`src/rtl/complex_lag_correlation_moving_sum_assert.svh`:
```
// Assertion macros for the lag-correlation moving sum.
// Included by the top level; no other dependencies.
`ifndef COMPLEX_LAG_CORRELATION_MOVING_SUM_ASSERT_SVH
`define COMPLEX_LAG_CORRELATION_MOVING_SUM_ASSERT_SVH

// Same-cycle implication, disabled during reset.
`define CLCMS_ASSERT_NOW(label, clk, rst, cond, expr, msg) \
   label: assert property (@(posedge clk) disable iff (rst) (cond) |-> (expr)) \
      else $error(msg);

// Next-cycle implication, disabled during reset.
`define CLCMS_ASSERT_NEXT(label, clk, rst, cond, expr, msg) \
   label: assert property (@(posedge clk) disable iff (rst) (cond) |=> (expr)) \
      else $error(msg);

`endif

```
`src/rtl/clcms_pkg.sv`:
```
// Shared width helpers for the lag-correlation moving sum.
// No dependencies.
`default_nettype none

package clcms_pkg;

   // conjugate product of two complex samples needs one bit beyond 2*n
   function automatic int prod_bits(input int sample_bits);
      return 2 * sample_bits + 1;
   endfunction

   // window sum grows by log2 of the window length
   function automatic int corr_bits(input int sample_bits, input int window_len);
      return prod_bits(sample_bits) + $clog2(window_len);
   endfunction

endpackage

`default_nettype wire

```
`src/rtl/clcms_conj_mult.sv`:
```
// Registered complex multiply by the conjugate: p = s * conj(l).
// Depends on clcms_pkg.
`default_nettype none

module clcms_conj_mult
   import clcms_pkg::*;
#(
   parameter int SAMPLE_BITS = 16
) (
   input  wire logic                                  clock,
   input  wire logic                                  enable,
   input  wire logic signed [SAMPLE_BITS-1:0]         sample_real,
   input  wire logic signed [SAMPLE_BITS-1:0]         sample_imag,
   input  wire logic signed [SAMPLE_BITS-1:0]         lagged_real,
   input  wire logic signed [SAMPLE_BITS-1:0]         lagged_imag,
   output logic signed [prod_bits(SAMPLE_BITS)-1:0]   prod_real,
   output logic signed [prod_bits(SAMPLE_BITS)-1:0]   prod_imag
);

   localparam int MW = 2 * SAMPLE_BITS;
   localparam int PB = prod_bits(SAMPLE_BITS);

   logic signed [MW-1:0] ac, bd, bc, ad;
   logic signed [PB-1:0] prod_real_in, prod_imag_in;
   logic signed [PB-1:0] prod_real_ff, prod_imag_ff;

   always_comb begin
      ac = MW'(sample_real) * MW'(lagged_real);
      bd = MW'(sample_imag) * MW'(lagged_imag);
      bc = MW'(sample_imag) * MW'(lagged_real);
      ad = MW'(sample_real) * MW'(lagged_imag);
      prod_real_in = {ac[MW-1], ac} + {bd[MW-1], bd};
      prod_imag_in = {bc[MW-1], bc} - {ad[MW-1], ad};
   end

   always_ff @(posedge clock) begin
      if (enable) begin
         prod_real_ff <= prod_real_in;
         prod_imag_ff <= prod_imag_in;
      end
   end

   assign prod_real = prod_real_ff;
   assign prod_imag = prod_imag_ff;

endmodule

`default_nettype wire

```
`config.mk`:
```
export PLATFORM = sky130hd
export DESIGN_NAME = clcms_conj_mult
export DESIGN_NICKNAME = d
export VERILOG_FILES = /design/src/rtl/complex_lag_correlation_moving_sum_assert.svh /design/src/rtl/clcms_pkg.sv /design/src/rtl/clcms_conj_mult.sv
export SDC_FILE = /design/constraint.sdc
export NUM_CORES = 2
export LEC_CHECK = 0
export BUFFER_PORTS_ARGS = -buffer_cell sky130_fd_sc_hd__buf_2
export CORE_ASPECT_RATIO = 0.9
export CORE_UTILIZATION = 35
export CTS_CLUSTER_SIZE = 8
export DETAILED_ROUTE_END_ITERATION = 8
export MAX_ROUTING_LAYER = met4
export SYNTH_ARGS = -nofsm -noshare
export SYNTH_HDL_FRONTEND = slang
export SYNTH_SLANG_ARGS = --single-unit
```
`constraint.sdc`:
```
create_clock -name clock -period 21.1 [get_ports clock]
set_clock_uncertainty 0.2 [all_clocks]
set_input_delay 3.165 -clock clock [delete_from_list [all_inputs] [get_ports clock]]
set_output_delay 3.165 -clock clock [all_outputs]
set_load 0.02 [all_outputs]
```
==> flow_metrics.env <==
export IMPL_grt_max_degree=67
export IMPL_synth_top_family_by_area="adder cells"
export IMPL_synth_simple_area_share_pct=13.42
export IMPL_std_cell_rows=120
export IMPL_fin_crit_sh_pct=53.11
export IMPL_hold_class="input pin to flip-flop"
export IMPL_slew_headroom_pct=22.13
export IMPL_cts_max_level=3
export IMPL_overflow=0
export IMPL_cts_resized=0
export IMPL_rsz0062_at_grt="no"
export IMPL_cts_tree="built"
export IMPL_yosys_area_share_xor_xnor_pct=1.797
export IMPL_synth_async_reset_ratio_pct=0
export IMPL_ys_types=57
export IMPL_ant_nets=0
export IMPL_drive_gt1_share_pct=3.974
export IMPL_nets=5923
export IMPL_grt_pass1_wl_mm=175.3
export IMPL_yosys_area_top_type="fa_1"
export IMPL_critPathLaunch="lagged_real[15]"
export IMPL_required_ns=21.13
export IMPL_hpwlAfterDp_mm=81.48
export IMPL_ios=132
export IMPL_core_area_mm2=0.1195
export IMPL_fin_setup_tns_ns=0
export IMPL_antenna_found_initial=16
export IMPL_num_vias=28210
export IMPL_holdCritStartpoint="enable"
export IMPL_slew_viol_final=0
export IMPL_synth_area_top_cells="fa_1 55%, inv_1 11%, ha_1 9.1%, and2_1 7.2%, edfxtp_1 4.7%"
export IMPL_final_util_pct=37.47
export IMPL_fmax_ghz=0.08924
export IMPL_synth_edf_count=66
export IMPL_routed_wirelength_mm=106.2
export IMPL_grt_pass1_vias=31150
export IMPL_io_buffers=131
export IMPL_vias_per_cell=4.720
export IMPL_layout_cells_non_filler=5977
export IMPL_globalplace_congestion=0.8479
export IMPL_first_iter_violations=1637
export IMPL_ys_seq_elements=66
export IMPL_clkSinkCount=66
export IMPL_drc=0
export IMPL_worstMarginPinSlew_ns=1.161
export IMPL_end_kind="flip-flop"
export IMPL_path_clk_slew_ns=0.07
export IMPL_synth_compound_area_share_pct=2.694
export IMPL_status="complete, no violations"
export IMPL_max_cap_violations=0
export IMPL_wl_per_cell_um=17.77
export IMPL_hold_viol_final=0
export IMPL_cp_max_fo=18
export IMPL_layout_common_cells="1254 x inv_1, 1173 x fa_1, 510 x nand2_1, 488 x and2_1, 310 x ha_1"
export IMPL_cts_buffers=9
export IMPL_dp_cells=5949
export IMPL_design_die_area_mm2=0.1225
export IMPL_muxShareOfSynthArea_pct=0.02361
export IMPL_synthAdderAreaFrac_pct=64.53
export IMPL_postCtsSetupBuffers=0
export IMPL_ys_seq_area_share_pct=4.674
export IMPL_synth_fp_nets=5955
export IMPL_grtUsageTotal_pct=19.04
export IMPL_ctsHoldBuffers=0
export IMPL_areaGrowthSynthToFinish_pct=5.613
export IMPL_syn_avg_cell_area_um2=9.623
export IMPL_criticalPathCategory="input pin to flip-flop"
export IMPL_cts_max_path_buffers=2
export IMPL_crit_arrival_ns=11.24
export IMPL_crit_path_start_kind="input pin"
export IMPL_syn_area_mm2=0.04240
export IMPL_clockRootBuffer="clkbuf_16"
export IMPL_setup_violations=0
export IMPL_layout_commonest_cell="inv_1"
export IMPL_yosys_warnings=0
export IMPL_synthCells=4406
export IMPL_die_y_um=332.2
export IMPL_drtPass1Iterations=6
export IMPL_fin_crit_ns=11.21
export IMPL_initial_utilization_pct=35.48
export IMPL_synth_top_area_share_pct=55.39
export IMPL_ys_flop_type="edfxtp_1"
export IMPL_die_w_um=368.9
-- metal layers --
layer,global-route usage (%),part of all wire [%],up-vias
li1,-,-,12410
met1,25.90,44,14940
met2,30.00,48,782
met3,3.334,6.9,78
met4,3.434,1.4,0
met5,-,0,-
-- synthesized netlist by cell type (2+ instances only) --
cell type,instances
o21ai_1,2
clkinv_1,2
o21ai_0,33
or3_1,3
a21oi_1,54
fa_1,1173
ha_1,310
a21o_1,17
nand2b_1,30
edfxtp_1,66
buf_1,3
a211oi_1,8
nand3_1,11
nand2_1,510
and3_1,4
o211ai_1,5
clkbuf_1,193
xor2_1,15
o31ai_1,4
a31o_2,2
o21bai_1,4
a21boi_0,3
a211o_1,2
nand4_1,6
nor2_1,83
a31oi_1,2
a41oi_1,3
inv_1,1254
and2_1,488
nor4_1,2
xnor2_1,72
nor3_1,5
o21a_1,13
-- critical path, stage by stage --
cell,delay (ns)
buf_2,0.34
clkinv_1,0.88
fa_1,0.84
inv_1,0.05
fa_1,0.53
inv_1,0.05
fa_1,0.46
fa_1,0.54
inv_1,0.05
fa_1,0.48
fa_1,0.46
fa_1,0.51
inv_1,0.05
fa_1,0.47
inv_1,0.05
ha_1,0.39
nand3_1,0.18
nor2_1,0.31
nand2_1,0.10
o221ai_1,0.44
o21ai_1,0.27
a21oi_1,0.27
nor4_1,0.07
a311oi_1,0.25
-- metrics by stage --
stage | instance area [µm²] | hold WS, ns | setup slack (ns)
after global routing | 44780 | 3.303 | 9.385
final | 44780 | 3.238 | 9.894
after detailed placement | 44470 | 3.406 | 9.567
after floorplan | 42400 | 3.078 | 10.88
after global placement | 44470 | 3.410 | 9.792
after CTS | 44750 | 3.260 | 10.01
-- final timing paths --
kind	depth (start not counted)	slack, ns	to
worst max-delay path	24	9.89	prod_real[32]
worst min-delay path	1	3.24	prod_real[12]
-- cell families (layout without fill, tap and decap cells) --
| kind of cell | count (synthesis) | in the layout |
|---|---|---|
| xor gates and xnor gates | 87 | 87 |
| muxes | 1 | 1 |
| and+or+nand+nor | 1148 | 1148 |
| AOI/OAI and AO/OA | 169 | 169 |
| adders and majority gates | 1483 | 1483 |
| DFF | 66 | 66 |
| buffers and inverters | 1452 | 1424 |
| other | 0 | 13 |
-- layout make-up --
cell class / count / area (µm²)
Clock inverter: 5 / 46.29
Antenna cell: 13 / 32.53
Inverter: 1256 / 4715
Multi-Input combinational cell: 2888 / 34970
Clock buffer: 10 / 229.0
Tap cell: 1586 / 1984
Fill cell: 12100 / 74740
Sequential cell: 66 / 1982
Timing Repair Buffer: 153 / 823.3
-- state kept, by name (all words and copies together), names as in the netlist --
signal     cells
prod_real     33
prod_imag     33
Power is not shown: default switching activity piles up to over one toggle a cycle in this logic, so the estimate is an artifact.
