## src/rtl/complex_lag_correlation_moving_sum_assert.svh

```systemverilog
// Assertion macros for the lag-correlation moving sum.
// Included by the top level; no other dependencies.
`ifndef COMPLEX_LAG_CORRELATION_MOVING_SUM_ASSERT_SVH
`define COMPLEX_LAG_CORRELATION_MOVING_SUM_ASSERT_SVH

// Same-cycle implication, disabled during reset.
`define CLCMS_ASSERT_NOW(label, clk, rst, cond, expr, msg) \
   label: assert property (@(posedge clk) disable iff (rst) (cond) |-> (expr)) \
      else $error(msg);

// Next-cycle implication, disabled during reset.
`define CLCMS_ASSERT_NEXT(label, clk, rst, cond, expr, msg) \
   label: assert property (@(posedge clk) disable iff (rst) (cond) |=> (expr)) \
      else $error(msg);

`endif

```

## src/rtl/clcms_pkg.sv

```systemverilog
// Shared width helpers for the lag-correlation moving sum.
// No dependencies.
`default_nettype none

package clcms_pkg;

   // conjugate product of two complex samples needs one bit beyond 2*n
   function automatic int prod_bits(input int sample_bits);
      return 2 * sample_bits + 1;
   endfunction

   // window sum grows by log2 of the window length
   function automatic int corr_bits(input int sample_bits, input int window_len);
      return prod_bits(sample_bits) + $clog2(window_len);
   endfunction

endpackage

`default_nettype wire

```

## src/rtl/clcms_prod_ram.sv

```systemverilog
// Product delay line: one write and one registered read port per cycle.
// Per-entry valid bits make unwritten entries read as zero after reset.
`default_nettype none

module clcms_prod_ram
   import clcms_pkg::*;
#(
   parameter int DEPTH      = 16,
   parameter int DATA_BITS  = 66
) (
   input  wire logic                       clock,
   input  wire logic                       reset,
   input  wire logic                       rd_en,
   input  wire logic [$clog2(DEPTH)-1:0]   rd_addr,
   output logic      [DATA_BITS-1:0]       rd_data,
   input  wire logic                       wr_en,
   input  wire logic [$clog2(DEPTH)-1:0]   wr_addr,
   input  wire logic [DATA_BITS-1:0]       wr_data
);

   logic [DATA_BITS-1:0] mem_ff [DEPTH];
   logic [DEPTH-1:0]     entry_valid_ff;
   logic [DATA_BITS-1:0] rd_raw_ff;
   logic                 rd_hit_ff;

   always_ff @(posedge clock) begin
      if (wr_en) begin
         mem_ff[wr_addr] <= wr_data;
      end
      if (rd_en) begin
         rd_raw_ff <= mem_ff[rd_addr];
      end
   end

   always_ff @(posedge clock) begin
      if (reset) begin
         entry_valid_ff <= '0;
         rd_hit_ff      <= 1'b0;
      end else begin
         if (wr_en) begin
            entry_valid_ff[wr_addr] <= 1'b1;
         end
         if (rd_en) begin
            rd_hit_ff <= entry_valid_ff[rd_addr];
         end
      end
   end

   assign rd_data = rd_hit_ff ? rd_raw_ff : '0;

endmodule

`default_nettype wire

```

## config.mk

```make
export PLATFORM = sky130hd
export DESIGN_NAME = clcms_prod_ram
export DESIGN_NICKNAME = d
export VERILOG_FILES = /design/src/rtl/complex_lag_correlation_moving_sum_assert.svh /design/src/rtl/clcms_pkg.sv /design/src/rtl/clcms_prod_ram.sv
export SDC_FILE = /design/constraint.sdc
export NUM_CORES = 1
export LEC_CHECK = 0
export BUFFER_PORTS_ARGS = -buffer_cell sky130_fd_sc_hd__clkbuf_2
export CORE_UTILIZATION = 30
export CTS_BUF_LIST = sky130_fd_sc_hd__clkbuf_4 sky130_fd_sc_hd__clkbuf_8 sky130_fd_sc_hd__clkbuf_16
export CTS_CLUSTER_DIAMETER = 80
export DETAILED_ROUTE_END_ITERATION = 7
export PLACE_DENSITY_LB_ADDON = 0.15
export RECOVER_POWER = 50
export SLEW_MARGIN = 25
export SYNTH_ARGS = -nofsm -noshare
export SYNTH_HDL_FRONTEND = slang
export SYNTH_SLANG_ARGS = --single-unit
export TNS_END_PERCENT = 50
```

## constraint.sdc

```tcl
create_clock -name clock -period 7.3 [get_ports clock]
set_clock_uncertainty 0.1 [all_clocks]
set_input_delay 0.365 -clock clock [delete_from_list [all_inputs] [get_ports clock]]
set_output_delay 0.365 -clock clock [all_outputs]
set_load 0.005 [all_outputs]
```

==> impl_metrics.toml <==
[synth]
yosys.area_share.simple_pct = 1.59
async_flop_share_pct = 0
synth_compound_area_share_pct = 0.0760
synth_top_cells_by_area = "edfxtp_1 79%, mux4_2 17%, and2_1 0.96%"
synth_top_area_cell = "edfxtp_1"
yosysTopAreaCellShare_pct = 78.7
synth_xor_area_share_pct = 0
synth_fa_ha_area_share_pct = 0
yosysMostFrequentCell = "edfxtp_1"
synth_common_cells = "1122 x edfxtp_1, 332 x mux4_2, 66 x and2_1"
synth_top_flop_cell = "edfxtp_1"
synth_cells = 1692
yosysWarningCount = 0
syn_area_per_cell_um2 = 25.3
synth_area_mm2 = 0.0428
synth_nets = 1770
synth-seq-cells = 1139
ys_seq_area_share_pct = 79.5
ys_types = 21
synth_top_family_by_area = "multiplexers"
synth-edff-count = 1122
synthMuxAreaShare_pct = 17.6

[sta]
rsz0062_at_grt = "false"
hold_violations = 0
setup_violations = 0
min_period_over_period_pct = 55.7
worst_pin_slew_ps = 3440
fin_setup_tns_ps = 0
max_freq_mhz = 246
finalMaxSlewViolations = 125
fin_crit_ps = 4070
relSlewSlack_pct = -129

[setup_path]
cp_top_family = "buffers and inverters"
end_kind = "register"
path_class = "in2reg"
r2r_slack_ps = 5540
path_buf_inv = 3
r2r_cells = 2
crit_path_max_incr_delay_ps = 2100
r2r_start = "mem_ff[15][4]"
cp.required_ps = 7490
setup.worst_path.start_class = "input port"
crit_chain = "clkbuf_1 > nand3_1 > nor2_4 > clkbuf_1 > buf_4"
cp_common_cell = "clkbuf_1"
worst_ep_arrival_time_ps = 4260
reg2reg_to = "rd_raw_ff[4]"
worstPathMaxFanout = 40
critPathSlowestCell = "clkbuf_1"

[floorplanning]
die-height_um = 380
dieWidth_um = 380
pin_count = 144
initial_utilization_pct = 30.2
core_area_mm2 = 0.142
rows = 138
dieArea_mm2 = 0.144

[final_layout]
final-seq-area_mm2 = 0.0340
nFillCells = 13067
post-route-cell-area_mm2 = 0.0503
layout.nets = 2056
areaGrowthSynthToFinish_pct = 17.4
multi_input_area_mm2 = 0.00831
drive_gt1_share_pct = 31.2

[job]
max_cap_violations = 5

[power_and_ir_drop]
p_per_area_mw_per_mm2 = 277
irDropWorstVdd_uv = 208
p_leak_nw = 15.6
finalPower_mw = 13.9

[placed_design]
hpwl_um = 52500
gp_congestion = 0.681
io_buffer_count = 143
place_area_mm2 = 0.0459

[grt]
use_met3_pct = 2.49
use_met2_pct = 24.3
grt.busiest_layer = "met2"
grt_max_degree = 101
overflow = 0
grt_pass1_vias = 20328
grt_pass1_wl_um = 153000
grt_util_met1_pct = 21.0
antenna_found_initial = 15
track_usage_pct = 15.0

[clocking]
clock_sinks = 1139
cts_resized = 0
cts_buffer_depth = 3
cts_buffers = 116
cts_hold_buf = 67
htree_levels = 3
cts_tree = "yes"
clk_pin_slew_ps = 60
clkLatencyLatePin_ps = 720
clockRootBuffer = "clkbuf_16"
post_cts_buffers = 0

[routing]
drtPass1Iterations = 5
vias = 18966
antenna_left = 0
via_per_inst = 4.78
dr.first_iter.drc_count = 1654
wire_per_inst_um = 27.2
route.detailed.drc = 0
drt_wl_total_um = 108000

[run_status]
failed_checks = "max-capacitance violations, max-slew violations"
status = "complete, but fails checks"

[min_path]
min_from = "wr_addr[3]"
min_path_type = "in2reg"
hold_end = "mem_ff[1][51]"
hold_path_depth = 3
[per-stage QoR]
| step | util, % | cells | worst slack (ps) | hold WS [ps] |
|---|---|---|---|---|
| final | 35.5 | 3968 | 3230 | 232 |
| after global routing | 35.5 | 3968 | 2970 | 237 |
| after floorplan | - | 1692 | 1210 | 335 |
| after global placement | 32.4 | 3681 | 3890 | 345 |
| after detailed placement | 32.4 | 3681 | 3850 | 359 |
| after CTS | 35.5 | 3964 | 4040 | 128 |
[registers in the layout, indices dropped and copies added, names as in the netlist]
name	flops
entry_valid_ff	16
rd_hit_ff	1
rd_raw_ff	66
mem_ff	1056
[cell usage in the layout, fill, tap and decap left out, drive strengths merged, types with 2 or more instances in the layout]
| cell | synthesis | layout |
|---|---|---|
| dlygate4sd3 | 0 | 67 |
| nand3b | 3 | 3 |
| nand2b | 2 | 2 |
| clkinv | 0 | 66 |
| mux4 | 332 | 332 |
| dfxtp | 17 | 17 |
| clkbuf | 49 | 273 |
| and2 | 66 | 66 |
| mux2i | 4 | 4 |
| nand2 | 2 | 2 |
| or3b | 2 | 2 |
| bufinv | 0 | 10 |
| a221oi | 2 | 2 |
| edfxtp | 1122 | 1122 |
| diode | 0 | 2 |
| nor3 | 4 | 4 |
| buf | 36 | 43 |
| clkinvlp | 0 | 9 |
| nor2 | 47 | 47 |
[where the power goes]
part | total, mW | internal (mW) | switching (mW)
Clock | 5.86 | 3.35 | 2.51
Combinational | 0.653 | 0.289 | 0.363
Sequential | 7.40 | 7.36 | 0.0448
Total | 13.9 | 11.0 | 2.92
[how the worst max path moves through the flow]
| stage | slack [ps] | start | endpoint | cells past startpoint |
|---|---|---|---|---|
| after floorplan | 1210 | wr_addr[2] | mem_ff[0][0] | 2 |
| after global placement | 3890 | rd_addr[1] | rd_raw_ff[45] | 4 |
| after detailed placement | 3850 | rd_addr[1] | rd_raw_ff[38] | 4 |
| after CTS | 4040 | rd_hit_ff | rd_data[19] | 3 |
| after global routing | 2970 | wr_addr[2] | mem_ff[13][30] | 5 |
| final | 3230 | wr_addr[2] | mem_ff[13][30] | 5 |
[metal layers]
| metal | up-vias | wire [um] |
|---|---|---|
| li1 | 7878 | - |
| met1 | 10525 | 49100 |
| met2 | 413 | 52000 |
| met3 | 136 | 4780 |
| met4 | 14 | 1840 |
| met5 | - | 89 |
[cells by family after synthesis]
kind of cell    count (synthesis)
flops                        1139
buf+inv                        85
mux                           336
compound gates                  4
simple gates                  128
[layout make-up]
class / count / area share (%)
Antenna cell: 2 / 0.00996
Clock buffer: 130 / 6.06
Clock inverter: 86 / 1.50
Multi-Input combinational cell: 468 / 16.5
Sequential cell: 1139 / 67.7
Tap cell: 1890 / 4.71
Timing Repair Buffer: 253 / 3.46
[worst register-to-register path, delay by kind of cell, from the launching register on]
| kind | cells | cell delay [ps] |
|---|---|---|
| multiplexers | 2 | 1020 |
| flip-flops | 1 | 360 |
Note: power is estimated with default switching activity, not from simulation.
